**src/rtl/iem_pkg.sv**
```systemverilog
`default_nettype none
package iem_pkg;

  // Sizes
  localparam int PAGE_BYTES = 16;
  localparam int PAGE_IDX_W = $clog2(PAGE_BYTES);
  localparam int MEM_BYTES  = 512;
  localparam int ADDR_W     = 9;
  localparam logic [ADDR_W-1:0] ADDR_MASK = ADDR_W'(MEM_BYTES - 1);

  // Register reset values
  localparam logic [4:0]  DEVICE_CODE_RST = 5'd20;
  localparam logic [15:0] WAIT_TICKS_RST  = 16'd1000;

  // Operation codes
  localparam logic [1:0] OP_TICK  = 2'd0;
  localparam logic [1:0] OP_LOAD  = 2'd1;
  localparam logic [1:0] OP_WRITE = 2'd2;
  localparam logic [1:0] OP_READ  = 2'd3;

  // Status codes
  localparam logic [2:0] STS_OK       = 3'd0;
  localparam logic [2:0] STS_NO_DEV   = 3'd1;
  localparam logic [2:0] STS_NO_ADDR  = 3'd2;
  localparam logic [2:0] STS_NO_DATA  = 3'd3;
  localparam logic [2:0] STS_CROSSING = 3'd4;

  // Register map indexes
  localparam logic REG_DEVICE_CODE = 1'b0;
  localparam logic REG_WAIT_TICKS  = 1'b1;

  typedef struct packed {
    logic [1:0]        operation;
    logic [ADDR_W-1:0] mem_address;
    logic [7:0]        byte_count;
    logic [7:0]        wr_data;
    logic              sda_sample;
  } cmd_t;

  typedef struct packed {
    logic       scl_level;
    logic       sda_release;
    logic       byte_valid;
    logic [7:0] read_data;
    logic       last_byte;
    logic       done_res;
    logic [2:0] status;
    logic       busy_res;
  } rsp_t;

  typedef struct packed {
    logic [4:0]  device_code;
    logic [15:0] write_wait_ticks;
  } cfg_t;

endpackage
`default_nettype wire

```
**src/rtl/iem_cfg_regs.sv**
```systemverilog
`default_nettype none
module iem_cfg_regs
  import iem_pkg::*;
(
  input  wire logic        clk,
  input  wire logic        rst,
  input  wire logic        psel,
  input  wire logic        penable,
  input  wire logic        pwrite,
  input  wire logic [2:0]  paddr,
  input  wire logic [31:0] pwdata,
  output logic [31:0]      prdata,
  output logic             pready,
  output cfg_t             cfg
);

  logic wr_en;

  assign pready = 1'b1;
  assign wr_en  = psel && penable && pwrite && pready;

  always_ff @(posedge clk) begin
    if (rst) begin
      cfg.device_code      <= DEVICE_CODE_RST;
      cfg.write_wait_ticks <= WAIT_TICKS_RST;
    end else if (wr_en) begin
      unique case (paddr[2])
        REG_DEVICE_CODE: cfg.device_code      <= pwdata[4:0];
        REG_WAIT_TICKS:  cfg.write_wait_ticks <= pwdata[15:0];
        default: ;
      endcase
    end
  end

  always_comb begin
    unique case (paddr[2])
      REG_DEVICE_CODE: prdata = {27'd0, cfg.device_code};
      REG_WAIT_TICKS:  prdata = {16'd0, cfg.write_wait_ticks};
      default:         prdata = '0;
    endcase
  end

endmodule
`default_nettype wire

```
**src/rtl/iem_bus_fsm.sv**
```systemverilog
`default_nettype none
module iem_bus_fsm
  import iem_pkg::*;
(
  input  wire logic clk,
  input  wire logic rst,
  input  wire logic acc,
  input  wire cmd_t cmd,
  input  wire cfg_t cfg,
  output rsp_t      rsp_next
);

  typedef enum logic [2:0] {
    PH_IDLE, PH_START, PH_SEND, PH_GACK, PH_READ, PH_SACK, PH_STOP, PH_WAIT
  } phase_t;

  typedef enum logic [1:0] {
    SG_DEVW, SG_ADDR, SG_DATA, SG_DEVR
  } stage_t;

  phase_t                phase, phase_next;
  stage_t                stage, stage_next;
  logic [1:0]            sub_step, sub_step_next;
  logic [2:0]            end_code, end_code_next;
  logic                  reading, reading_next;
  logic                  scl_q, scl_q_next;
  logic                  sda_q, sda_q_next;
  logic [2:0]            bit_index, bit_index_next;
  logic [7:0]            shift_reg, shift_reg_next;
  logic [ADDR_W-1:0]     cur_address, cur_address_next;
  logic [7:0]            bytes_left, bytes_left_next;
  logic [15:0]           wait_count, wait_count_next;
  logic [PAGE_IDX_W-1:0] load_index, load_index_next;

  logic [7:0]            page_buffer [PAGE_BYTES];
  logic                  pb_we;
  logic [PAGE_IDX_W-1:0] pb_idx;
  logic [7:0]            pb_data;

  logic [ADDR_W-1:0]     addr_in;
  logic [ADDR_W:0]       last_addr;
  logic                  crossing;
  logic [7:0]            shift_in;
  logic [7:0]            dev_byte;

  assign addr_in   = cmd.mem_address & ADDR_MASK;
  assign last_addr = {1'b0, addr_in} + {2'b00, cmd.byte_count} - (ADDR_W+1)'(1);
  assign crossing  = (({1'b0, addr_in} >> PAGE_IDX_W) != (last_addr >> PAGE_IDX_W));
  assign shift_in  = {shift_reg[6:0], cmd.sda_sample};
  // device byte: code, block bit (upper block bit always 0 at 9 address bits), r/w
  assign dev_byte  = {cfg.device_code, 1'b0, cur_address[8], stage == SG_DEVR};

  // next data byte comes after the index steps on, the first one at the index itself
  assign pb_idx  = (stage == SG_DATA) ? load_index + PAGE_IDX_W'(1) : load_index;
  assign pb_data = page_buffer[pb_idx];

  always_comb begin
    phase_next       = phase;
    stage_next       = stage;
    sub_step_next    = sub_step;
    end_code_next    = end_code;
    reading_next     = reading;
    scl_q_next       = scl_q;
    sda_q_next       = sda_q;
    bit_index_next   = bit_index;
    shift_reg_next   = shift_reg;
    cur_address_next = cur_address;
    bytes_left_next  = bytes_left;
    wait_count_next  = wait_count;
    load_index_next  = load_index;
    pb_we            = 1'b0;
    rsp_next         = '0;

    if (acc) begin
      if (cmd.operation == OP_TICK) begin
        unique case (phase)
          PH_START: begin
            scl_q_next = 1'b1;
            if (sub_step == 2'd0) begin
              sda_q_next    = 1'b1;
              sub_step_next = 2'd1;
            end else begin
              sda_q_next     = 1'b0;
              shift_reg_next = dev_byte;
              bit_index_next = 3'd7;
              sub_step_next  = 2'd0;
              phase_next     = PH_SEND;
            end
          end
          PH_SEND: begin
            if (sub_step == 2'd0) begin
              scl_q_next    = 1'b0;
              sub_step_next = 2'd1;
            end else if (sub_step == 2'd1) begin
              sda_q_next    = shift_reg[7];
              sub_step_next = 2'd2;
            end else begin
              scl_q_next     = 1'b1;
              shift_reg_next = {shift_reg[6:0], 1'b0};
              sub_step_next  = 2'd0;
              if (bit_index == 3'd0) begin
                phase_next = PH_GACK;
              end else begin
                bit_index_next = bit_index - 3'd1;
              end
            end
          end
          PH_GACK: begin
            sda_q_next = 1'b1;
            if (sub_step == 2'd0) begin
              scl_q_next    = 1'b0;
              sub_step_next = 2'd1;
            end else begin
              scl_q_next    = 1'b1;
              sub_step_next = 2'd0;
              if (cmd.sda_sample) begin
                phase_next = PH_STOP;
                unique case (stage)
                  SG_ADDR: end_code_next = STS_NO_ADDR;
                  SG_DATA: end_code_next = STS_NO_DATA;
                  default: end_code_next = STS_NO_DEV;
                endcase
              end else begin
                unique case (stage)
                  SG_DEVW: begin
                    shift_reg_next = cur_address[7:0];
                    bit_index_next = 3'd7;
                    stage_next     = SG_ADDR;
                    phase_next     = PH_SEND;
                  end
                  SG_ADDR: begin
                    if (reading) begin
                      stage_next = SG_DEVR;
                      phase_next = PH_START;
                    end else begin
                      shift_reg_next = pb_data;
                      bit_index_next = 3'd7;
                      stage_next     = SG_DATA;
                      phase_next     = PH_SEND;
                    end
                  end
                  SG_DATA: begin
                    bytes_left_next = bytes_left - 8'd1;
                    load_index_next = load_index + PAGE_IDX_W'(1);
                    if (bytes_left == 8'd1) begin
                      end_code_next = STS_OK;
                      phase_next    = PH_STOP;
                    end else begin
                      shift_reg_next = pb_data;
                      bit_index_next = 3'd7;
                      phase_next     = PH_SEND;
                    end
                  end
                  SG_DEVR: begin
                    shift_reg_next = 8'd0;
                    bit_index_next = 3'd7;
                    phase_next     = PH_READ;
                  end
                  default: ;
                endcase
              end
            end
          end
          PH_READ: begin
            sda_q_next = 1'b1;
            if (sub_step == 2'd0) begin
              scl_q_next    = 1'b0;
              sub_step_next = 2'd1;
            end else begin
              scl_q_next     = 1'b1;
              shift_reg_next = shift_in;
              sub_step_next  = 2'd0;
              if (bit_index == 3'd0) begin
                rsp_next.byte_valid = 1'b1;
                rsp_next.read_data  = shift_in;
                rsp_next.last_byte  = (bytes_left == 8'd1);
                phase_next          = PH_SACK;
              end else begin
                bit_index_next = bit_index - 3'd1;
              end
            end
          end
          PH_SACK: begin
            if (sub_step == 2'd0) begin
              scl_q_next    = 1'b0;
              sub_step_next = 2'd1;
            end else if (sub_step == 2'd1) begin
              sda_q_next    = (bytes_left == 8'd1);
              sub_step_next = 2'd2;
            end else begin
              scl_q_next      = 1'b1;
              bytes_left_next = bytes_left - 8'd1;
              sub_step_next   = 2'd0;
              if (bytes_left == 8'd1) begin
                end_code_next = STS_OK;
                phase_next    = PH_STOP;
              end else begin
                shift_reg_next = 8'd0;
                bit_index_next = 3'd7;
                phase_next     = PH_READ;
              end
            end
          end
          PH_STOP: begin
            scl_q_next = 1'b1;
            if (sub_step == 2'd0) begin
              sda_q_next    = 1'b0;
              sub_step_next = 2'd1;
            end else begin
              sda_q_next = 1'b1;
              if (end_code == STS_OK && !reading && cfg.write_wait_ticks != 16'd0) begin
                wait_count_next = cfg.write_wait_ticks;
                phase_next      = PH_WAIT;
              end else begin
                rsp_next.done_res = 1'b1;
                rsp_next.status   = end_code;
                phase_next        = PH_IDLE;
                load_index_next   = '0;
              end
            end
          end
          PH_WAIT: begin
            scl_q_next      = 1'b1;
            sda_q_next      = 1'b1;
            wait_count_next = wait_count - 16'd1;
            if (wait_count == 16'd1) begin
              rsp_next.done_res = 1'b1;
              rsp_next.status   = end_code;
              phase_next        = PH_IDLE;
              load_index_next   = '0;
            end
          end
          default: ;
        endcase
      end else if (phase == PH_IDLE) begin
        if (cmd.operation == OP_LOAD) begin
          pb_we           = 1'b1;
          load_index_next = load_index + PAGE_IDX_W'(1);
        end else begin
          load_index_next  = '0;
          reading_next     = (cmd.operation == OP_READ);
          cur_address_next = addr_in;
          bytes_left_next  = cmd.byte_count;
          if (cmd.byte_count == 8'd0) begin
            end_code_next     = STS_OK;
            rsp_next.done_res = 1'b1;
            rsp_next.status   = STS_OK;
          end else if (cmd.operation == OP_WRITE && crossing) begin
            end_code_next     = STS_CROSSING;
            rsp_next.done_res = 1'b1;
            rsp_next.status   = STS_CROSSING;
          end else begin
            stage_next    = SG_DEVW;
            sub_step_next = 2'd0;
            end_code_next = STS_OK;
            phase_next    = PH_START;
          end
        end
      end
    end

    rsp_next.scl_level   = scl_q_next;
    rsp_next.sda_release = sda_q_next;
    rsp_next.busy_res    = (phase_next != PH_IDLE);
  end

  always_ff @(posedge clk) begin
    if (rst) begin
      phase       <= PH_IDLE;
      stage       <= SG_DEVW;
      sub_step    <= 2'd0;
      end_code    <= STS_OK;
      reading     <= 1'b0;
      scl_q       <= 1'b1;
      sda_q       <= 1'b1;
      bit_index   <= 3'd0;
      shift_reg   <= 8'd0;
      cur_address <= '0;
      bytes_left  <= 8'd0;
      wait_count  <= 16'd0;
      load_index  <= '0;
    end else begin
      phase       <= phase_next;
      stage       <= stage_next;
      sub_step    <= sub_step_next;
      end_code    <= end_code_next;
      reading     <= reading_next;
      scl_q       <= scl_q_next;
      sda_q       <= sda_q_next;
      bit_index   <= bit_index_next;
      shift_reg   <= shift_reg_next;
      cur_address <= cur_address_next;
      bytes_left  <= bytes_left_next;
      wait_count  <= wait_count_next;
      load_index  <= load_index_next;
    end
  end

  // page buffer: no reset, contents defined once loaded
  always_ff @(posedge clk) begin
    if (pb_we) begin
      page_buffer[load_index] <= cmd.wr_data;
    end
  end

endmodule
`default_nettype wire

```
**src/rtl/iem_rsp_buf.sv**
```systemverilog
`default_nettype none
module iem_rsp_buf
  import iem_pkg::*;
(
  input  wire logic clk,
  input  wire logic rst,
  input  wire logic push,
  input  wire rsp_t push_data,
  output logic      full,
  output logic      rsp_valid,
  input  wire logic rsp_stall,
  output rsp_t      rsp
);

  rsp_t       entry [2];
  logic       wr_ptr;
  logic       rd_ptr;
  logic [1:0] count;
  logic       pop;

  assign rsp_valid = (count != 2'd0);
  assign full      = (count == 2'd2);
  assign pop       = rsp_valid && !rsp_stall;
  assign rsp       = entry[rd_ptr];

  always_ff @(posedge clk) begin
    if (rst) begin
      wr_ptr <= 1'b0;
      rd_ptr <= 1'b0;
      count  <= 2'd0;
    end else begin
      if (push) begin
        wr_ptr <= ~wr_ptr;
      end
      if (pop) begin
        rd_ptr <= ~rd_ptr;
      end
      unique case ({push, pop})
        2'b10:   count <= count + 2'd1;
        2'b01:   count <= count - 2'd1;
        default: count <= count;
      endcase
    end
  end

  always_ff @(posedge clk) begin
    if (push) begin
      entry[wr_ptr] <= push_data;
    end
  end

endmodule
`default_nettype wire

```
**src/rtl/i2c_eeprom_master_unit.sv**
```systemverilog
// Each command or tick transfer forms a result that is registered into the result buffer.
// Throughput: one transfer per clock unless stalled; exactly one result per transfer.
// A two-entry result buffer parts the sides; cmd_stall rises only when both are full.
// Reset (rst, synchronous, active high): bus idle with SCL high and SDA released,
// registers back to device code 10100 and a 1000-tick write wait; page buffer not cleared.
`default_nettype none
module i2c_eeprom_master_unit
  import iem_pkg::*;
(
  input  wire logic        clk,
  input  wire logic        rst,
  // command / tick channel
  input  wire logic        cmd_valid,
  output logic             cmd_stall,
  input  wire cmd_t        cmd,
  // result channel
  output logic             rsp_valid,
  input  wire logic        rsp_stall,
  output rsp_t             rsp,
  // register port
  input  wire logic        psel,
  input  wire logic        penable,
  input  wire logic        pwrite,
  input  wire logic [2:0]  paddr,
  input  wire logic [31:0] pwdata,
  output logic [31:0]      prdata,
  output logic             pready
);

  cfg_t cfg;
  rsp_t rsp_next;
  logic acc;
  logic buf_full;

  // A command transfer is taken whenever the result buffer has room; the bus
  // engine updates its state and forms the result in the same cycle.
  assign cmd_stall = buf_full;
  assign acc       = cmd_valid && !cmd_stall;

  // Device code and write-cycle wait registers
  iem_cfg_regs u_cfg (
    .clk     (clk),
    .rst     (rst),
    .psel    (psel),
    .penable (penable),
    .pwrite  (pwrite),
    .paddr   (paddr),
    .pwdata  (pwdata),
    .prdata  (prdata),
    .pready  (pready),
    .cfg     (cfg)
  );

  // Start / bit / ack / stop sequencer, page buffer and read shifter
  iem_bus_fsm u_fsm (
    .clk      (clk),
    .rst      (rst),
    .acc      (acc),
    .cmd      (cmd),
    .cfg      (cfg),
    .rsp_next (rsp_next)
  );

  // Result buffer: lets new ticks in while an earlier result waits
  iem_rsp_buf u_buf (
    .clk       (clk),
    .rst       (rst),
    .push      (acc),
    .push_data (rsp_next),
    .full      (buf_full),
    .rsp_valid (rsp_valid),
    .rsp_stall (rsp_stall),
    .rsp       (rsp)
  );

`ifndef SYNTH
  // a stalled command side means results are pending
  a_stall_has_rsp: assert property (@(posedge clk) disable iff (rst)
    cmd_stall |-> rsp_valid)
    else $error("command stalled with no result pending");

  // a finished command leaves the engine idle
  a_done_not_busy: assert property (@(posedge clk) disable iff (rst)
    (rsp_valid && rsp.done_res) |-> !rsp.busy_res)
    else $error("done reported while still busy");

  // a read byte lands on an SCL high tick inside a command
  a_byte_in_cmd: assert property (@(posedge clk) disable iff (rst)
    (rsp_valid && rsp.byte_valid) |-> (rsp.busy_res && rsp.scl_level && !rsp.done_res))
    else $error("read byte outside a running read");

  // a non-zero status only comes with done
  a_status_with_done: assert property (@(posedge clk) disable iff (rst)
    (rsp_valid && rsp.status != STS_OK) |-> rsp.done_res)
    else $error("status without done");
`endif

endmodule
`default_nettype wire

```
**config.mk**
```make
export PLATFORM = sky130hd
export DESIGN_NAME = i2c_eeprom_master_unit
export DESIGN_NICKNAME = d
export VERILOG_FILES = /design/src/rtl/iem_pkg.sv /design/src/rtl/iem_cfg_regs.sv /design/src/rtl/iem_bus_fsm.sv /design/src/rtl/iem_rsp_buf.sv /design/src/rtl/i2c_eeprom_master_unit.sv
export SDC_FILE = /design/constraint.sdc
export NUM_CORES = 1
export LEC_CHECK = 0
export ABC_AREA = 0
export BUFFER_PORTS_ARGS = -buffer_cell sky130_fd_sc_hd__buf_2
export CAP_MARGIN = 30
export CORE_MARGIN = 3
export CORE_UTILIZATION = 60
export CTS_BUF_LIST = sky130_fd_sc_hd__clkbuf_4 sky130_fd_sc_hd__clkbuf_8
export CTS_CLUSTER_DIAMETER = 200
export DETAILED_ROUTE_END_ITERATION = 10
export PLACE_DENSITY = 0.81
export RECOVER_POWER = 100
export REMOVE_ABC_BUFFERS = 1
export SLEW_MARGIN = 10
export SYNTH_ARGS = -nofsm -noshare
export SYNTH_HDL_FRONTEND = slang
export SYNTH_SLANG_ARGS = --single-unit
```
**constraint.sdc**
```tcl
create_clock -name clk -period 4.3 [get_ports clk]
set_input_delay 0.43 -clock clk [delete_from_list [all_inputs] [get_ports clk]]
set_output_delay 0.43 -clock clk [all_outputs]
set_load 0.03 [all_outputs]
```
==> metrics.csv, run 1 <==
metric,value,unit
status,finished clean,
start_util,0.616,
row_count,51,
fmaxAchievable,0.280,GHz
worst_hold_slack,0.108,ns
yosysUniqueCellTypes,73,
synth_top_area_frac,0.402,
top_regs,"u_fsm.page_buffer: 128 flops, u_buf.entry: 34 flops, u_cfg.cfg: 21 flops",
p_leak,4.87,nW
layout.cells.non_filler,1454,
grt_pass1_vias,8347,
wl,26600,um
slew_violations,0,
overflow,0,
area_delta_synth_final,10.7,%
coreArea,19700,um2
cp-end-kind,register,
top_register,u_fsm.page_buffer,
finalCriticalPeriod,3.58,ns
stdcell_area,13400,um2
arrival,3.96,ns
cp-start-kind,register,
power.total,5.58,mW
syn-cell-area,12100,um2
root_buffer,clkbuf_8,
clk_path_buf_depth,3,
period_share,0.832,
worst_pin_slew,1.27,ns
layout-drive-gt1-share,0.164,
via_count,8716,
setup_tns,0,ns
avgViaCountPerCell,5.99,
clk_pin_slew,0.06,ns
worstSetupPathType,reg -> reg,
wl_per_cell,18.3,um
h-tree-depth,2,
nets,1260,
cts_tree,built,
track_usage,0.240,
cts_setup_buffers,0,
grt_pass1_wl,42100,um
hold_path_startpoint,pwdata[6],
io_pins,122,
ys.flop_type,edfxtp_1,
reg2reg_depth,8,
vdd_drop_max,0.336,mV
synthTopCellsByArea,"edfxtp_1 40%, dfxtp_1 14%, mux4_2 5.9%",
nFillCells,1501,
syn_inst,1075,
cp-startpoint,u_fsm.phase[1],
slew_headroom,0.148,
placed_area,12700,um2
post_cts_resize_count,0,
critPathMaxFanout,23,
antenna_found_initial,0,
clock-skew-final,0.0221,ns
dieHeight,148,um
die_w,148,um
required,4.69,ns
die_area,21900,um2
rsz0062_at_grt,false,
synth-async-reset-ratio,0,
gp_congestion,0.869,
timing.rr.start,u_fsm.phase[1],
drtPass1Iterations,5,
wl_met2,13000,um
final_antenna_net_count,0,
yosysSeqAreaShare,0.545,
cts_buffers,40,
grt_max_degree,74,
holdCritPathClass,in -> reg,
yosysWarnings,0,
diodes,0,
hold_viol_final,0,
clock_latency,0.53,ns
setup_violations,0,
numPortBuffers,86,
synth-edff-count,162,
cap_violations,0,
largest_register_ffs,128,
drt_first_iter_violations,893,
place_hpwl,18000,um
top_layer,met4,
ys_seq_elements,249,
whs_path_depth,3,
wl_met1,11000,um
synth_top_area_cell,edfxtp_1,
cts_sinks,249,
powerDensity,416,nW/um2
cts_hold_buf,0,
placed_cells,1382,
routed-wl-met3,1660,um
drc,0,
yosys-top-cells-count,"162 x edfxtp_1, 107 x nor2_1, 101 x nand2_1",
synth.most_common_cell,edfxtp_1,
syn_avg_cell_area,11.3,um2
-- path summary, 6_finish.rpt --
| path | endpoint | slack (ns) |
|---|---|---|
| min reg2reg | u_fsm.end_code[2] | 0.48 |
| min | u_cfg.cfg[6] | 0.11 |
| max reg2reg | u_fsm.bytes_left[4] | 0.72 |
| max | u_fsm.bytes_left[4] | 0.72 |
-- logic make-up after synthesis --
family,count (synthesis),synth area share
other cells,2,0.000620
buf+inv,123,0.0466
flops,249,0.545
compound gates,205,0.110
mux,89,0.110
simple gates,362,0.146
xor+xnor,16,0.0116
fa+ha+maj,29,0.0300
-- routing by layer --
layer / GRT usage / vias up
met5: 0 / -
met4: 0.0998 / 0
met3: 0.0350 / 68
met2: 0.400 / 373
met1: 0.318 / 4195
li1: - / 4080
-- report_power, final --
part	switching (mW)	internal, mW	total (mW)	leakage (nW)
sequential	0.0737	2.65	2.72	2.18
combinational	0.529	0.299	0.828	2.28
clock	0.875	1.15	2.03	0.415
-- metrics by stage --
step	utilization	setup WS (ns)
after floorplan	-	-1.07
after global placement	0.647	0.949
after detailed placement	0.647	0.843
after CTS	0.688	1.08
after global routing	0.682	0.486
final	0.682	0.723
-- critical path: stages, from the launching register on --
cell and delay (ns):
dfxtp_1 0.82, nor2b_1 0.49, nand2_1 0.20, a21oi_1 0.17, o21ai_0 0.15, a31oi_1 0.97
o21ai_0 0.27, a22oi_1 0.28, nor2_1 0.08
-- cells in the final DEF, fill, tap and decap left out, types with 24 or more instances in the layout --
| cell | Yosys | final |
|---|---|---|
| nor2_1 | 107 | 107 |
| clkbuf_8 | 0 | 45 |
| clkbuf_1 | 38 | 47 |
| edfxtp_1 | 162 | 162 |
| o21ai_0 | 44 | 46 |
| dfxtp_1 | 87 | 87 |
| mux4_2 | 32 | 32 |
| mux2_2 | 29 | 24 |
| nand2_1 | 101 | 101 |
| nand3_1 | 26 | 26 |
| ha_1 | 29 | 29 |
| mux2i_1 | 28 | 27 |
| a21oi_1 | 59 | 59 |
| inv_1 | 45 | 45 |
| buf_2 | 13 | 48 |
-- area by class of cell --
type / count / area [um2] / area share
Sequential cell: 249 / 6610 / 0.493
Multi-Input combinational cell: 718 / 4990 / 0.372
Inverter: 46 / 173 / 0.0129
Timing Repair Buffer: 106 / 499 / 0.0372
Tap cell: 265 / 332 / 0.0247
Clock buffer: 54 / 687 / 0.0512
Clock inverter: 16 / 121 / 0.00905
Note: power is estimated with default switching activity, not from simulation.
==> run 2: changes to the inputs <==
==> constraint.sdc (replaced) <==
create_clock -name clk -period 3.4 [get_ports clk]
set_input_delay 0.34 -clock clk [delete_from_list [all_inputs] [get_ports clk]]
set_output_delay 0.34 -clock clk [all_outputs]
set_load 0.03 [all_outputs]
==> metrics.csv, run 2 (synthesized netlist as in run 1, its figures left out) <==
metric,value,unit
worst_slack,0.360,ns
avgViaCountPerCell,5.94,
slew_violations,0,
top_register,u_fsm.page_buffer,
start_util,0.616,
cp-start-kind,register,
finalCriticalPeriod,3.04,ns
gp_congestion,0.909,
overflow,0,
cts_sinks,249,
wl,27300,um
drt_first_iter_violations,1037,
largest_register_ffs,128,
stdcell_area,13600,um2
vdd_drop_max,0.462,mV
critPathMaxFanout,12,
pre_cts_ws,0.144,ns
cap_violations,0,
grt_max_degree,36,
io_pins,122,
layout_common_cells,"162 x edfxtp_1, 107 x nor2_1, 101 x nand2_1",
arrival,3.45,ns
layout-drive-gt1-share,0.174,
status,finished clean,
antenna_found_initial,0,
root_buffer,clkbuf_8,
setup_tns,0,ns
grt_pass1_vias,8481,
diodes,0,
holdCritPathClass,in -> reg,
rsz0062_at_grt,false,
nFillCells,1472,
multi_input_area,4980,um2
die_area,21900,um2
placed_cells,1401,
power.total,7.20,mW
coreArea,19700,um2
h-tree-depth,2,
rrSetupSlack,0.36,ns
track_usage,0.249,
hold_viol_final,0,
grt_pass1_wl,43600,um
period_share,0.894,
fmaxAchievable,0.329,GHz
worstSetupPathType,reg -> reg,
cts_setup_buffers,0,
mostFrequentLayoutCell,edfxtp_1,
via_count,8750,
clk_pin_slew,0.06,ns
slew_headroom,0.181,
cts_tree,built,
seq_area,6610,um2
final_antenna_net_count,0,
clk_path_buf_depth,3,
postLayoutCoreUtil,0.691,
area_delta_synth_final,12.1,%
cts_buffers,40,
die_w,148,um
layout.cells.non_filler,1474,
clock-skew-final,0.0252,ns
drc,0,
clock_latency,0.55,ns
placed_area,12900,um2
numPortBuffers,86,
wl_per_cell,18.5,um
worst_hold_slack,0.0333,ns
cp-end-kind,register,
top_regs,"u_fsm.page_buffer: 128 flops, u_buf.entry: 34 flops, u_cfg.cfg: 21 flops",
row_count,51,
powerDensity,530,nW/um2
required,3.81,ns
setup_violations,0,
dieHeight,148,um
drtPass1Iterations,6,
nets,1282,
worst_pin_slew,1.22,ns
place_hpwl,18700,um
p_leak,4.99,nW
-- run 2: changes by cell type in the layout (fill, tap and decap cells not counted), sizes merged --
cell         before  now
dlygate4sd3       0    4
clkinvlp          2    1
inv              45   46
clkbuf          101  104
buf              59   71
clkinv           13   12
bufinv            2    4
-- run 2: what timing repair did --
action                                 in CTS  in global routing
endpoints found under the hold margin       4                  0
hold buffers                                4                  0
resized for setup                           0                  0
-- run 2: path summary, 6_finish.rpt --
| check | to | cells past startpoint | from |
|---|---|---|---|
| hold / removal | u_cfg.cfg[14] | 3 | pwdata[14] |
| setup / recovery | u_fsm.shift_reg[6] | 10 | u_fsm.stage[0] |
| hold reg to reg | u_fsm.end_code[2] | 2 | u_fsm.end_code[2] |
| setup reg to reg | u_fsm.shift_reg[6] | 10 | u_fsm.stage[0] |
-- run 2: power breakdown --
part	leakage (nW)	total (mW)	switching, mW	internal, mW
Sequential	2.18	3.45	0.101	3.35
Combinational	2.38	1.05	0.665	0.389
Clock	0.431	2.69	1.15	1.55
-- run 2: area by class of cell --
type | instances | share of cell area
clock buffers | 51 | 0.0476
clock inverters | 17 | 0.0135
inverters | 46 | 0.0127
multi-input cells | 718 | 0.367
flip-flops and latches | 249 | 0.487
well taps | 265 | 0.0244
repair buffers | 128 | 0.0487
-- run 2: routing by layer --
| metal | vias to the layer above | global-route usage | wire length [um] | part of all wire |
|---|---|---|---|---|
| li1 | 4128 | - | - | - |
| met1 | 4152 | 0.325 | 11200 | 0.41 |
| met2 | 399 | 0.424 | 13400 | 0.49 |
| met3 | 71 | 0.0488 | 1940 | 0.071 |
| met4 | 0 | 0.0785 | 759 | 0.028 |
| met5 | - | 0 | 0 | 0 |
-- run 2: critical path, stage by stage, from the launching register on --
cell and delay [ns]:
dfxtp_1 0.40, inv_1 0.10, ha_1 0.26, buf_4 0.20
nand2_1 0.09, xor2_1 0.95, buf_4 0.34, mux2i_1 0.25
nand2_1 0.08, o211ai_1 0.11, a311oi_1 0.12
